==> config.mk <==
export PLATFORM = sky130hd
export DESIGN_NAME = config_language_tokenizer
export DESIGN_NICKNAME = d
export VERILOG_FILES = /design/src/design/cltok_pkg.sv /design/src/design/cltok_front.sv /design/src/design/cltok_queue.sv /design/src/design/cltok_back.sv /design/src/design/config_language_tokenizer.sv
export SDC_FILE = /design/constraint.sdc
export NUM_CORES = 1
export LEC_CHECK = 0
export BUFFER_PORTS_ARGS = -buffer_cell sky130_fd_sc_hd__buf_2
export CAP_MARGIN = 25
export CORE_AREA = 2 2 213 215
export CTS_BUF_LIST = sky130_fd_sc_hd__clkbuf_8
export DETAILED_ROUTE_END_ITERATION = 8
export DIE_AREA = 0 0 215 217
export PLACE_DENSITY = 0.81
export SKIP_LAST_GASP = 1
export SYNTH_ARGS = -nofsm -noshare
export SYNTH_HDL_FRONTEND = slang
export SYNTH_HIERARCHICAL = 1
export SYNTH_SLANG_ARGS = --single-unit
==> constraint.sdc <==
create_clock -name clk -period 17.1 [get_ports clk]
set_input_delay 1.71 -clock clk [delete_from_list [all_inputs] [get_ports clk]]
set_output_delay 1.71 -clock clk [all_outputs]
set_load 0.05 [all_outputs]
==> src/design/cltok_pkg.sv <==
// Types, constants and keyword tables for the configuration language tokenizer.
// No dependencies; every other design file but the assertion header imports this package.
package cltok_pkg;

  localparam int OFFSET_WIDTH_DEFAULT = 16;
  localparam int QUEUE_DEPTH_DEFAULT  = 4;
  localparam int TOK_W                = 16;

  typedef enum logic [3:0] {
    KIND_END     = 4'd0,
    KIND_LPAREN  = 4'd1,
    KIND_RPAREN  = 4'd2,
    KIND_LBRACE  = 4'd3,
    KIND_RBRACE  = 4'd4,
    KIND_PIPE    = 4'd5,
    KIND_STRING  = 4'd6,
    KIND_SYMBOL  = 4'd7,
    KIND_KEYWORD = 4'd8,
    KIND_INVALID = 4'd9
  } cltok_kind_t;

  typedef enum logic [1:0] {
    MODE_IDLE   = 2'd0,
    MODE_STRING = 2'd1,
    MODE_SYMBOL = 2'd2
  } cltok_mode_t;

  typedef struct packed {
    logic [7:0] text_byte;
    logic       final_byte;
  } cltok_in_t;

  typedef struct packed {
    logic [3:0]       token_kind;
    logic [TOK_W-1:0] token_start;
    logic [TOK_W-1:0] token_length;
    logic             run_end;
  } cltok_out_t;

  typedef struct packed {
    cltok_kind_t      kind;
    logic [TOK_W-1:0] start;
    logic [TOK_W-1:0] length;
  } cltok_tok_t;

  // All tokens caused by one input item, oldest in slot 0.
  typedef struct packed {
    cltok_tok_t [2:0] tok;
    logic [1:0]       cnt;
  } cltok_group_t;

  // Keywords: bit 0 setup, bit 1 provides, bit 2 command.
  localparam logic [7:0] KW_TEXT [3][8] = '{
    '{8'h73, 8'h65, 8'h74, 8'h75, 8'h70, 8'h00, 8'h00, 8'h00},
    '{8'h70, 8'h72, 8'h6f, 8'h76, 8'h69, 8'h64, 8'h65, 8'h73},
    '{8'h63, 8'h6f, 8'h6d, 8'h6d, 8'h61, 8'h6e, 8'h64, 8'h00}
  };
  localparam logic [3:0] KW_LEN [3] = '{4'd5, 4'd8, 4'd7};

  localparam logic [7:0] CHAR_QUOTE   = 8'h22;
  localparam logic [7:0] CHAR_NEWLINE = 8'h0a;
  localparam logic [7:0] CHAR_SPACE   = 8'h20;
  localparam logic [7:0] CHAR_TAB     = 8'h09;
  localparam logic [7:0] CHAR_CR      = 8'h0d;

endpackage

==> src/design/cltok_front.sv <==
// Scanner front end: classifies each byte, tracks the open token and builds
// the group of tokens the byte causes. Depends on cltok_pkg.
module cltok_front import cltok_pkg::*; #(
  parameter int OFFSET_WIDTH = OFFSET_WIDTH_DEFAULT
) (
  input  logic         clk,
  input  logic         rst,
  input  logic         take,
  input  cltok_in_t    item,
  output logic         grp_valid,
  output cltok_group_t grp
);

  localparam logic [OFFSET_WIDTH-1:0] OFS_MAX = '1;

  cltok_mode_t             mode, mode_next, mode_step;
  logic [OFFSET_WIDTH-1:0] pos, pos_next;
  logic [OFFSET_WIDTH-1:0] start, start_next, start_step;
  logic [OFFSET_WIDTH-1:0] len, len_next, len_step;
  logic [2:0]              match, match_next, match_step;

  logic        is_blank, is_letter, is_quote, is_nl;
  cltok_kind_t single_kind;
  logic        taken, close_v, byte_v, flush_v;
  cltok_tok_t  close_tok, byte_tok, flush_tok, end_tok;

  function automatic logic [OFFSET_WIDTH-1:0] sat_inc(input logic [OFFSET_WIDTH-1:0] v);
    return (v == OFS_MAX) ? v : v + 1'b1;
  endfunction

  // Drops the keywords whose letter at index i differs from c.
  function automatic logic [2:0] match_at(input logic [2:0] m,
                                          input logic [OFFSET_WIDTH-1:0] i,
                                          input logic [7:0] c);
    logic [2:0] r;
    r = m;
    for (int k = 0; k < 3; k++) begin
      if (i >= OFFSET_WIDTH'(KW_LEN[k]) || KW_TEXT[k][i[2:0]] != c) begin
        r[k] = 1'b0;
      end
    end
    return r;
  endfunction

  function automatic cltok_kind_t sym_kind(input logic [2:0] m,
                                           input logic [OFFSET_WIDTH-1:0] l);
    cltok_kind_t r;
    r = KIND_SYMBOL;
    for (int k = 0; k < 3; k++) begin
      if (m[k] && l == OFFSET_WIDTH'(KW_LEN[k])) begin
        r = KIND_KEYWORD;
      end
    end
    return r;
  endfunction

  always_comb begin
    is_blank  = (item.text_byte == CHAR_SPACE) ||
                (item.text_byte >= CHAR_TAB && item.text_byte <= CHAR_CR);
    is_letter = (item.text_byte >= 8'h61 && item.text_byte <= 8'h7a) ||
                (item.text_byte >= 8'h41 && item.text_byte <= 8'h5a);
    is_quote  = (item.text_byte == CHAR_QUOTE);
    is_nl     = (item.text_byte == CHAR_NEWLINE);
    unique case (item.text_byte)
      8'h28:   single_kind = KIND_LPAREN;
      8'h29:   single_kind = KIND_RPAREN;
      8'h7b:   single_kind = KIND_LBRACE;
      8'h7d:   single_kind = KIND_RBRACE;
      8'h7c:   single_kind = KIND_PIPE;
      default: single_kind = KIND_END;
    endcase
  end

  // Effect of the byte on the scanner, before the end of text resets it.
  always_comb begin
    mode_step  = mode;
    start_step = start;
    len_step   = len;
    match_step = match;
    taken      = 1'b0;
    close_v    = 1'b0;
    close_tok  = '{kind: KIND_STRING, start: TOK_W'(start), length: TOK_W'(len)};
    byte_v     = 1'b0;
    byte_tok   = '{kind: KIND_INVALID, start: TOK_W'(pos), length: TOK_W'(1)};
    unique case (mode)
      MODE_STRING: begin
        len_step = sat_inc(len);
        taken    = 1'b1;
        if (is_quote || is_nl) begin
          close_v          = 1'b1;
          close_tok.length = TOK_W'(len_step);
          mode_step        = MODE_IDLE;
        end
      end
      MODE_SYMBOL: begin
        if (is_letter) begin
          match_step = match_at(match, len, item.text_byte);
          len_step   = sat_inc(len);
          taken      = 1'b1;
        end else begin
          close_v        = 1'b1;
          close_tok.kind = sym_kind(match, len);
          mode_step      = MODE_IDLE;
        end
      end
      default: mode_step = MODE_IDLE;
    endcase
    if (!taken && !is_blank) begin
      if (is_quote) begin
        mode_step  = MODE_STRING;
        start_step = pos;
        len_step   = OFFSET_WIDTH'(1);
      end else if (single_kind != KIND_END) begin
        byte_v        = 1'b1;
        byte_tok.kind = single_kind;
      end else if (is_letter) begin
        mode_step  = MODE_SYMBOL;
        start_step = pos;
        len_step   = OFFSET_WIDTH'(1);
        match_step = match_at(3'b111, '0, item.text_byte);
      end else begin
        byte_v = 1'b1;
      end
    end
  end

  // Next state: the last byte of a text returns everything to reset values.
  always_comb begin
    mode_next  = mode;
    pos_next   = pos;
    start_next = start;
    len_next   = len;
    match_next = match;
    if (take) begin
      if (item.final_byte) begin
        mode_next  = MODE_IDLE;
        pos_next   = '0;
        start_next = '0;
        len_next   = '0;
        match_next = 3'b111;
      end else begin
        mode_next  = mode_step;
        pos_next   = sat_inc(pos);
        start_next = start_step;
        len_next   = len_step;
        match_next = match_step;
      end
    end
  end

  // Outputs: pack the tokens of this byte in order into one group.
  always_comb begin
    logic [1:0] n;
    n         = 2'd0;
    flush_v   = item.final_byte && (mode_step != MODE_IDLE);
    flush_tok = '{kind:   (mode_step == MODE_STRING) ? KIND_STRING
                                                     : sym_kind(match_step, len_step),
                  start:  TOK_W'(start_step),
                  length: TOK_W'(len_step)};
    end_tok   = '{kind: KIND_END, start: TOK_W'(sat_inc(pos)), length: '0};
    grp       = '0;
    if (close_v) begin
      grp.tok[n] = close_tok;
      n          = n + 2'd1;
    end
    if (byte_v) begin
      grp.tok[n] = byte_tok;
      n          = n + 2'd1;
    end else if (flush_v) begin
      grp.tok[n] = flush_tok;
      n          = n + 2'd1;
    end
    if (item.final_byte) begin
      grp.tok[n] = end_tok;
      n          = n + 2'd1;
    end
    grp.cnt   = n;
    grp_valid = take && (n != 2'd0);
  end

  always_ff @(posedge clk) begin
    if (rst) begin
      mode  <= MODE_IDLE;
      pos   <= '0;
      start <= '0;
      len   <= '0;
      match <= 3'b111;
    end else begin
      mode  <= mode_next;
      pos   <= pos_next;
      start <= start_next;
      len   <= len_next;
      match <= match_next;
    end
  end

endmodule

==> src/design/cltok_queue.sv <==
// Short queue of token groups between the scanner and the token output stage.
// Depends on cltok_pkg.
module cltok_queue import cltok_pkg::*; #(
  parameter int QUEUE_DEPTH = QUEUE_DEPTH_DEFAULT
) (
  input  logic         clk,
  input  logic         rst,
  input  logic         wr_en,
  input  cltok_group_t wr_grp,
  output logic         full,
  input  logic         rd_en,
  output logic         rd_valid,
  output cltok_group_t rd_grp
);

  localparam int PTR_W = (QUEUE_DEPTH > 1) ? $clog2(QUEUE_DEPTH) : 1;
  localparam int CNT_W = $clog2(QUEUE_DEPTH + 1);
  localparam logic [PTR_W-1:0] LAST_PTR = PTR_W'(QUEUE_DEPTH - 1);

  cltok_group_t     slots [QUEUE_DEPTH];
  logic [PTR_W-1:0] wr_ptr, rd_ptr;
  logic [CNT_W-1:0] count;
  logic             do_wr, do_rd;

  assign full     = (count == CNT_W'(QUEUE_DEPTH));
  assign rd_valid = (count != '0);
  assign rd_grp   = slots[rd_ptr];
  assign do_wr    = wr_en && !full;
  assign do_rd    = rd_en && rd_valid;

  always_ff @(posedge clk) begin
    if (do_wr) begin
      slots[wr_ptr] <= wr_grp;
    end
  end

  always_ff @(posedge clk) begin
    if (rst) begin
      wr_ptr <= '0;
      rd_ptr <= '0;
      count  <= '0;
    end else begin
      if (do_wr) begin
        wr_ptr <= (wr_ptr == LAST_PTR) ? '0 : wr_ptr + 1'b1;
      end
      if (do_rd) begin
        rd_ptr <= (rd_ptr == LAST_PTR) ? '0 : rd_ptr + 1'b1;
      end
      if (do_wr && !do_rd) begin
        count <= count + 1'b1;
      end else if (do_rd && !do_wr) begin
        count <= count - 1'b1;
      end
    end
  end

endmodule

==> src/design/cltok_back.sv <==
// Token output stage: takes groups apart into single tokens, one per cycle when the
// output register is free or popped, and holds the oldest one there. Depends on cltok_pkg.
module cltok_back import cltok_pkg::*; (
  input  logic         clk,
  input  logic         rst,
  input  logic         grp_valid,
  input  cltok_group_t grp,
  output logic         grp_pop,
  output logic         empty,
  input  logic         pop,
  output cltok_out_t   token
);

  logic       out_valid;
  logic [1:0] idx;
  logic       load, last_in_grp;
  cltok_tok_t cur;

  assign cur         = grp.tok[idx];
  assign last_in_grp = (idx == grp.cnt - 2'd1);
  assign load        = grp_valid && (!out_valid || pop);
  assign grp_pop     = load && last_in_grp;
  assign empty       = !out_valid;

  always_ff @(posedge clk) begin
    if (load) begin
      token.token_kind   <= cur.kind;
      token.token_start  <= cur.start;
      token.token_length <= cur.length;
      token.run_end      <= last_in_grp;
    end
  end

  always_ff @(posedge clk) begin
    if (rst) begin
      out_valid <= 1'b0;
      idx       <= '0;
    end else begin
      if (load) begin
        out_valid <= 1'b1;
        idx       <= last_in_grp ? 2'd0 : idx + 2'd1;
      end else if (pop) begin
        out_valid <= 1'b0;
      end
    end
  end

endmodule

==> src/design/config_language_tokenizer.sv <==
// Tokenizer for a small configuration language. One byte of text is taken per
// clock cycle whenever full is low; a byte yields zero to three tokens (a symbol
// it closes, the token it makes or finishes, and the end token after the last
// byte). Tokens leave through an output register at one per cycle while the
// receiver pops, so the sustained rate is one byte per cycle as long as bytes
// average at most one token each; the single-token output port sets that limit, and
// the group queue between scanner and output (QUEUE_DEPTH entries) absorbs bursts.
// A byte's group passes the queue before its first token is loaded into the output
// register. Depends on cltok_pkg, cltok_front, cltok_queue and cltok_back.
module config_language_tokenizer import cltok_pkg::*; #(
  parameter int OFFSET_WIDTH = OFFSET_WIDTH_DEFAULT,
  parameter int QUEUE_DEPTH  = QUEUE_DEPTH_DEFAULT
) (
  input  logic       clk,
  input  logic       rst,
  input  logic       push,
  output logic       full,
  input  cltok_in_t  text,
  output logic       empty,
  input  logic       pop,
  output cltok_out_t token
);

  logic         take;
  logic         fe_valid, q_valid, q_pop;
  cltok_group_t fe_grp, q_grp;

  assign take = push && !full;

  cltok_front #(.OFFSET_WIDTH(OFFSET_WIDTH)) u_front (
    .clk       (clk),
    .rst       (rst),
    .take      (take),
    .item      (text),
    .grp_valid (fe_valid),
    .grp       (fe_grp)
  );

  cltok_queue #(.QUEUE_DEPTH(QUEUE_DEPTH)) u_queue (
    .clk      (clk),
    .rst      (rst),
    .wr_en    (fe_valid),
    .wr_grp   (fe_grp),
    .full     (full),
    .rd_en    (q_pop),
    .rd_valid (q_valid),
    .rd_grp   (q_grp)
  );

  cltok_back u_back (
    .clk       (clk),
    .rst       (rst),
    .grp_valid (q_valid),
    .grp       (q_grp),
    .grp_pop   (q_pop),
    .empty     (empty),
    .pop       (pop),
    .token     (token)
  );

endmodule

After elaboration in Yosys (flattened, before gate mapping)

Memory sizes are Yosys's and may differ from the RTL's. A register that Yosys moved wholly into a read port is not among the register bits.
Index checks and enable logic that the tools add are counted.

Output and inout bits: 39
Memories kept: 4
Word-level logic and storage cells: 206
Bits in read-only memories: 192
RAM bits: 440
Register bits after elaboration: 100

Memories:

| name            | depth | bits a word | read ports | clocked after Yosys merged registers in | wr ports | line              | text |
|---|---|---|---|---|---|---|---|
| u_queue.slots   | 4     | 110         | 1          | 1                                       | 1        | cltok_queue.sv:20 | `cltok_group_t slots [QUEUE_DEPTH];` |
| (no name shown) | 8     | 8           | 1          | 0                                       | 0        | cltok_front.sv:38 | `if (i >= OFFSET_WIDTH'(KW_LEN[k]) \|\| KW_TEXT[k][i[2:0]] != c) begin` |
| (no name shown) | 8     | 8           | 1          | 0                                       | 0        | cltok_front.sv:38 |  |
| (no name shown) | 8     | 8           | 1          | 0                                       | 0        | cltok_front.sv:38 |  |

Magnitude comparators: 15
Reduce and logical (&&, ||, !) cells: 40
Bitwise gates (word level): 1
Add/subtract/negate cells: 10
Equality and inequality tests: 29
Mux-type cells: 93

Operator list:

| kind                    | number |
|---|---|
| $bwmux W108             | 3 |
| $mux W108               | 3 |
| $mux W16                | 16 |
| $demux W36 S2           | 2 |
| $mux W36                | 4 |
| $bmux W36 S2            | 1 |
| $eq A16 B3 Y1 const B   | 4 |
| $mux W4                 | 12 |
| $mux W8                 | 6 |
| $add A16 B1 Y16 const B | 2 |
| $eq A16 B16 Y1 const B  | 2 |
| $eq A16 B4 Y1 const B   | 2 |
| $eq A8 B6 Y1 const B    | 4 |
| $ge A16 B3 Y1 const B   | 2 |
| $pmux W16 S2            | 1 |
| $mux W2                 | 15 |
| $mux W3                 | 9 |
| $eq A8 B7 Y1 const B    | 3 |
| $ne A7 B8 Y1 const A    | 3 |
| $ne A8 B8 Y1            | 3 |
| $logic_and A1 B1 Y1     | 21 |
| $mux W1                 | 17 |
| $ge A16 B4 Y1 const B   | 1 |
| $ge A8 B7 Y1 const B    | 2 |
| other kinds (27)        | 50 |

Depth between registers and ports, before layout

Gate-level depths: netlist of run 1.

Depth in word-level cells: 23
Gate-level depth with buffers: 23
Mapped depth without buffers: 21

By module

Netlist of run 1, hierarchy kept.

Modules (own cells, without submodules):

| module                    | cells an instance | instances | area each (µm²) |
|---|---|---|---|
| cltok_queue               | 624               | 1         | 16380.7 |
| cltok_front               | 844               | 1         | 5744.3 |
| cltok_back                | 183               | 1         | 2054.5 |
| config_language_tokenizer | 1                 | 1         | 13.8 |

Worst setup path after synthesis of run 1

No wires, ideal clock.

Path kind: input to register
Start point: in text[2] (netlist name)
End point: mem u_queue/slots[0][0] (netlist name) (enable)
Cell stages on the path: 15
Required time: 16.618 ns
Data arrival time: 7.377 ns
Slack: 9.241 ns
Path through: buf_2 > a21oi_1 > o221ai_4 > o21a_2 > o31ai_1 > o21ai_2 > inv_2 > clkbuf_1 > ha_1 > a21oi_1 > inv_1 > ha_1 > mux2i_1 > o21a_1 > and3_1

RTL lines:

| what               | line                            | text |
|---|---|---|
| start: declaration | config_language_tokenizer.sv:18 | `input cltok_in_t text,` |
| end: declaration   | cltok_queue.sv:20               |  |

==> results of run 1 <==
[cell usage in the layout, fill, tap and decap left out, types with 29 or more instances in the layout]
cell      Yosys  layout
o21ai_0      68      68
mux2i_1      49      49
clkbuf_8      0      86
buf_2        40      51
dfxtp_1      65      62
mux4_2      110     110
nor3_1       39      39
a22oi_1      48      48
a21oi_1      69      69
edfxtp_1    477     477
nor2_1      133     133
nand2_1      95      95
nand3_1      29      29
inv_1        25      41
[final cells by class]
cell class / instances / area (sq um)
sequential: 542 / 15600
timing repair buffer: 71 / 445
clock inverter: 61 / 433
tap: 600 / 751
inverter: 29 / 128
multi-input combinational: 958 / 7750
clock buffer: 86 / 1180
fill: 3295 / 18400
[registers in the layout, indices dropped and copies added (netlist names), named ones only]
register,flops
u_back/idx,2
u_queue/count,3
u_queue/rd_ptr,2
u_front/start,16
u_front/len,16
u_front/pos,16
u_front/mode,2
u_front/match,3
u_queue/slots,440
u_back/token,37
u_queue/wr_ptr,2
u_back/out_valid,1
[cells by family (layout without fill, tap and decap cells)]
kind of cell    count (synthesis)  after routing
buf+inv                       171            247
flops                         542            542
xor+xnor                       34             34
fa+ha+maj                      21             21
other cells                     1             20
mux                           161            161
simple gates                  417            417
compound gates                305            305
[tightest hold or removal path: stages (launching register included)]
cell and delay [ns]:
dfxtp_1 0.32, nand2_1 0.06, a21oi_1 0.08
[worst min path at each step]
stage | to | slack [ns] | cells past startpoint
after global placement | register | 0.46 | 2
after CTS | register | 0.50 | 2
after floorplan | register | 0.46 | 2
after global routing | register | 0.53 | 2
final | register | 0.51 | 2
after detailed placement | register | 0.49 | 2
[per-layer routing]
layer	routed length, um	vias to the layer above
li1	-	6453
met1	22000	7388
met2	25400	817
met3	4840	87
met4	947	2
met5	11	-
[through the flow]
| stage | instance area (sq um) | utilization (%) | worst slack, ns | cells | total power, mW |
|---|---|---|---|---|---|
| floorplan | 24300 | - | 9.24 | 1671 | 2.29 |
| global placement | 24600 | 55.1 | 9.41 | 2197 | 2.44 |
| detailed placement | 24700 | 55.2 | 9.16 | 2198 | 2.47 |
| CTS | 26300 | 58.8 | 9.81 | 2345 | 3.50 |
| global route | 26300 | 58.9 | 9.30 | 2347 | 3.61 |
| finish | 26300 | 58.9 | 9.69 | 2347 | 3.48 |
[power breakdown]
group          internal, mW  switching, mW
registers              1.64         0.0514
logic                 0.231          0.516
clock network         0.560          0.477
total                  2.44           1.04
==> metrics.md, run 1 <==
| Metric | Value |
|---|---|
| Starting Density | 54.1% |
| Antenna-violating nets left | 0 |
| Synth-to-Final Area Change | 8.82% |
| Clock sink count | 542 |
| Chip height | 217 um |
| GPL Wtd Cong | 0.927 |
| First-pass GRT wire length | 82500 um |
| Die Footprint | 46700 sq um |
| Crit path launch | text[2] |
| DR vias/cell | 6.28 |
| I/O Pins | 52 |
| Count leader, synth | edfxtp_1 |
| Mux cell area share after synthesis | 12.4% |
| FF-to-FF path depth | 15 |
| Drc violations | 0 |
| Post-layout min period | about 7.4 ns |
| Peak supply drop | 158 uV |
| Layout Skew | 0.0222 ns |
| CTS Hold Bufs | 0 |
| Slew HR | 28.9% |
| Top_reg_cell synth | edfxtp_1 |
| CP Capture Type | register |
| Met2 Use GR | 36.3% |
| Core box area | between 40000 and 50000 sq um |
| CP arrival | about 7.7 ns |
| CTS root buffer | clkbuf_8 |
| CP peak stage delay | between 0.8 and 0.9 ns |
| Antenna cells | 0 |
| Gr busiest metal | met2 |
| Worst Setup EP | u_queue/slots[2][31] |
| Initial antenna violation count | 1 |
| Adder-cell share of the synthesized area | 1.12% |
| Layout cells sized above 1 | 19.7% |
| Routed len/inst | 22.7 um |
| Largest cells by area after synthesis | edfxtp_1 (59%), mux4_2 (10%), dfxtp_1 (5.4%) |
| Status | completed |
| Placed wire-length estimate | 34100 um |
| Synth Instances | 1652 |
| Peak Freq | 0.135 GHz |
| Post-CTS Setup Inserts | 0 |
| Hold WC Path Type | reg -> reg |
| Avg Cell Area, Syn | roughly 15 sq um |
| Hold slack final | about 0.51 ns |
| Area share of and/or/nand/nor cells after synthesis | ~8.4% |
| Synthesized area | between 20000 and 25000 sq um |
| Global routing usage on met1 | approximately 33% |
| Yosys top cell by area | edfxtp_1 |
| CTS max path bufs | 3 |
| Inserted Clock Buffers | 79 |
| Cell variety after synth | 94 |
| Commonest cells post-synth | edfxtp_1 (477), nor2_1 (133), mux4_2 (110) |
| Crit path launch type | input port |
| Post-synth ARST share | 0% |
| Synthesized flop and latch total | 542 |
| Max-Cap Viols | 0 |
| Critical path buffers and inverters | 4 |
| Port Buf Inserts | 51 |
| Final period util | 43.3% |
| Overflow after GRT | 0 |
| M3 GR Usage | 3.54% |
| Post-synth top area share | 59.2% |
| Setup violators final | 0 |
| Vias in the first global route | between 10k and 15k |
| DR pass1 iterations | 6 |
| FF-to-FF End | u_queue/slots[2][31] |
| Leak pwr | 8.58 nW |
| Critical R2R Launch | u_front/mode[0] |
| FF-to-FF setup slack | between 10 and 15 ns |
| Total routed wirelength | 53200 um |
| Via count | about 15k |
| Cell family with most CP delay | compound AO/OA/AOI/OAI gates |
| Post-synthesis xor/xnor area fraction | under 10% |
| Number of synthesized flops with an enable pin | between 400 and 500 |
| Detailed Route Iter0 Violations | roughly 1.9k |
| Required time of the critical path | 17.34 ns |
| # nets final | between 1.5k and 2k |
| DIE WIDTH | 215 um |
| Sequential element share of the synthesized area | 64.6% |
| Critical-path top delay cell | buf_4 |
| Crit Path Max Fanout | 65 |
| Clock Latency Late Sink | 0.63 ns |
| CTS tree | done |
| Crit path depth | 15 |
| Critical setup path kind | in -> reg |
| Largest net degree at the start of global routing | 70 |
| Final setup TNS | 0 ns |
| Warnings, synthesis | 6 |
| Row Count | 78 |
| Crit-path cells | buf_2, a21oi_1, o221ai_4, o21ai_1, mux2i_1, o21ai_2, inv_2, ha_1, a21oi_1, inv_1, ha_1, mux2i_1, o21a_1, and3_4, buf_4 |
| CTS resizes | 0 |
| Fin. Hold Viols | 0 |
| Worst Tran Pin Value | 1.06 ns |
| Max H-tree Level | 3 |
| Max Slew Vio Count | 0 |
| Largest family of logic cells by synthesized area | multiplexers |
| GR Util All Layers | ~23% |
| RSZ-0062 raised after global routing | no |
| Hold path start | u_queue/rd_ptr[0] |
| PwrDens | 132 nW/um^2 |
| Complex-gate fraction of the synthesized area | 8.52% |
| Worst-path clk slew | 0.06 ns |
Note: power is estimated with default switching activity, not from simulation.
==> run 2: changes to the inputs <==
--- a/config.mk
+++ b/config.mk
@@ -5,12 +5,13 @@
 export SDC_FILE = /design/constraint.sdc
 export NUM_CORES = 1
 export LEC_CHECK = 0
+export ABC_AREA = 1
 export BUFFER_PORTS_ARGS = -buffer_cell sky130_fd_sc_hd__buf_2
 export CAP_MARGIN = 25
-export CORE_AREA = 2 2 213 215
+export CORE_AREA = 2 2 218 220
 export CTS_BUF_LIST = sky130_fd_sc_hd__clkbuf_8
 export DETAILED_ROUTE_END_ITERATION = 8
-export DIE_AREA = 0 0 215 217
+export DIE_AREA = 0 0 220 222
 export PLACE_DENSITY = 0.81
 export SKIP_LAST_GASP = 1
 export SYNTH_ARGS = -nofsm -noshare
==> constraint.sdc (replaced) <==
create_clock -name clk -period 6.9 [get_ports clk]
set_input_delay 0.69 -clock clk [delete_from_list [all_inputs] [get_ports clk]]
set_output_delay 0.69 -clock clk [all_outputs]
set_load 0.05 [all_outputs]
==> metrics.md, run 2 <==
| Metric | Value |
|---|---|
| CP Capture Type | register |
| Slew HR | 28.6% |
| FF-to-FF path depth | 20 |
| Drc violations | 0 |
| Post-layout min period | about 5.5 ns |
| Critical R2R Launch | u_front/mode[0] |
| Required time of the critical path | about 7.2 ns |
| CTS tree | done |
| Leak pwr | 9.83 nW |
| Hold path start | text[0] |
| Post-synth top area share | between 50 and 60% |
| RSZ-0062 raised after global routing | no |
| Post-synth ARST share | 0% |
| CTS root buffer | clkbuf_8 |
| Hold Path Depth | 3 |
| Avg Cell Area, Syn | 10.2 sq um |
| Antenna-violating nets left | 0 |
| Synth-to-Final Area Change | 7.66% |
| Crit path launch type | register |
| GR Util All Layers | between 20% and 30% |
| Final period util | 80.0% |
| Synthesized flop and latch total | between 500 and 600 |
| Commonest cells post-synth | edfxtp_1 (477), nor2_1 (396), nand2_1 (341) |
| I/O Pins | between 50 and 60 |
| Setup Slack @ Placement | 0.873 ns |
| Detailed Route Iter0 Violations | 2841 |
| Total routed wirelength | 65600 um |
| Finished Cell Area | between 20000 and 30000 sq um |
| Sequential element share of the synthesized area | roughly three fifths |
| DR vias/cell | 6.13 |
| CTS max path bufs | 3 |
| Cell Count, Final, Fillers Out | ~3.2k |
| Max H-tree Level | 3 |
| CP arrival | 5.83 ns |
| Inserted Clock Buffers | 84 |
| Worst-path clk slew | 0.07 ns |
| Peak Freq | 0.181 GHz |
| Placed instance area | 25800 sq um |
| Port Buf Inserts | 51 |
| Cell variety after synth | 52 |
| Worst Tran Pin Value | ~1.1 ns |
| First-pass GRT wire length | just over 100000 um |
| Placed wire-length estimate | 40500 um |
| Core box area | 46300 sq um |
| Final WS setup | approximately 1.4 ns |
| Clock Latency Late Sink | 0.65 ns |
| Synthesized area | 25400 sq um |
| Warnings, synthesis | 6 |
| Vias in the first global route | 18.4k |
| Largest cells by area after synthesis | edfxtp_1 (56%), nor2_1 (5.9%), dfxtp_1 (5.1%) |
| DIE WIDTH | 220 um |
| Post-CTS Setup Inserts | 0 |
| Count leader, synth | edfxtp_1 |
| Yosys top cell by area | edfxtp_1 |
| Placed insts | 3026 |
| Total power | 9.56 mW |
| Fin. Hold Viols | 0 |
| Overflow after GRT | 0 |
| FF-to-FF setup slack | 1.38 ns |
| Via count | 19.5k |
| Synth Instances | 2491 |
| Number of synthesized flops with an enable pin | 477 |
| # nets final | between 2k and 3k |
| Peak supply drop | 338 uV |
| Critical setup path kind | reg -> reg |
| Most frequent cells in the layout | edfxtp_1 (477), nor2_1 (391), nand2_1 (341) |
| Most flop-heavy register | u_queue/slots |
| Min-Delay Endpoint | u_front/match[1] |
| Layout cells sized above 1 | approximately 11% |
| Top Registers | u_queue/slots x440, u_back/token x37 |
| Chip height | about 220 um |
| Setup violators final | 0 |
| Routed len/inst | 20.6 um |
| Initial antenna violation count | 2 |
| Starting Density | between 50% and 60% |
| CTS resizes | 0 |
| Row Count | 79 |
| CTS Hold Bufs | 0 |
| DR pass1 iterations | 6 |
| Number of flip-flops in the largest register | 440 |
| Max-Cap Viols | 0 |
| Max Slew Vio Count | 0 |
| Hold slack final | approximately 0.38 ns |
| FF-to-FF End | u_queue/slots[1][43] |
| PwrDens | approximately 350 nW/um^2 |
| Crit Path Max Fanout | 19 |
| Largest net degree at the start of global routing | 138 |
| GPL Wtd Cong | 0.905 |
| Status | completed |
| Layout Skew | 0.0218 ns |
| Commonest non-fill, non-tap cell in the layout | edfxtp_1 |
| Die Footprint | 48800 sq um |
| Top_reg_cell synth | edfxtp_1 |
| Hold WC Path Type | in -> reg |
| Clock sink count | 542 |
run 2: cell types whose count changed in the layout (fill, tap and decap cells not counted), moves of 26 or more:
cell     before  now
nand3_1      29  127
o22ai_1      20  109
mux2i_1      49    0
nand2_1      95  341
o21ai_1       3  130
nor2_4        0   26
inv_1        41  163
mux4_2      110    0
o21ai_0      68  253
a22oi_1      48    9
nor2_1      133  391
run 2: critical path, cell delays in order (launching register included):
cell and delay (ns):
dfxtp_1 0.36, inv_1 0.08, ha_1 0.34, clkinv_1 0.30, nand2_8 0.23, nand2_8 0.08, inv_6 0.08, nand2_2 0.05
nand2_2 0.07, inv_2 0.05, a21oi_4 0.33, ha_1 0.32, o21ai_2 0.24, inv_1 0.08, ha_1 0.29, o21ai_0 0.39
nor2_1 0.15, nor2_1 0.29, nand2_1 0.32, nor2_4 0.70, buf_4 0.40
run 2: logic make-up after synthesis:
kind of cell               share of synthesized area, %
xor gates and xnor gates                          0.586
DFF                                                61.5
AOI/OAI and AO/OA                                  14.2
buffers and inverters                              6.57
other                                            0.0148
adders and majority gates                          1.06
and+or+nand+nor                                    16.0
run 2: per-stage QoR:
step | util [%] | TNS, ns
6_report | 59.1 | 0
5_1_grt | 59.1 | 0
4_1_cts | 59.1 | 0
3_5_place_dp | 55.7 | 0
3_3_place_gp | 55.6 | 0
2_1_floorplan | - | -65.72
run 2: layout make-up:
| type | count | area (sq um) |
|---|---|---|
| Sequential cell | 542 | 15600 |
| Inverter | 156 | 601 |
| Clock buffer | 90 | 1240 |
| Timing Repair Buffer | 79 | 561 |
| Multi-Input combinational cell | 1642 | 8210 |
| Tap cell | 607 | 759 |
| Fill cell | 3671 | 18900 |
| Clock inverter | 63 | 343 |
| Antenna cell | 1 | 2.50 |
run 2: where the power goes:
part	internal, mW	leakage (nW)	switching [mW]
clock	1.32	0.908	1.22
sequential	4.11	5.02	0.160
combinational	0.679	3.90	2.07
run 2: how the worst max path moves through the flow:
| stage | start | to | slack [ns] |
|---|---|---|---|
| 3_5_place_dp | text[5] | u_queue/slots[1][40] | 0.87 |
| 2_1_floorplan | text[2] | u_queue/slots[0][0] | -0.15 |
| 3_3_place_gp | text[5] | u_queue/slots[1][42] | 1.19 |
| 6_report | u_front/mode[0] | u_queue/slots[1][43] | 1.38 |
| 4_1_cts | u_front/mode[0] | u_queue/slots[1][43] | 1.46 |
| 5_1_grt | u_front/mode[0] | u_queue/slots[1][43] | 1.11 |
run 2: metal layers:
layer / vias up / track usage (%) / wire length, um
li1: 8757 / - / -
met5: - / 0 / 7
met1: 9351 / 39.1 / 26500
met2: 1246 / 41.2 / 30500
met4: 2 / 8.55 / 1360
met3: 126 / 4.33 / 7230
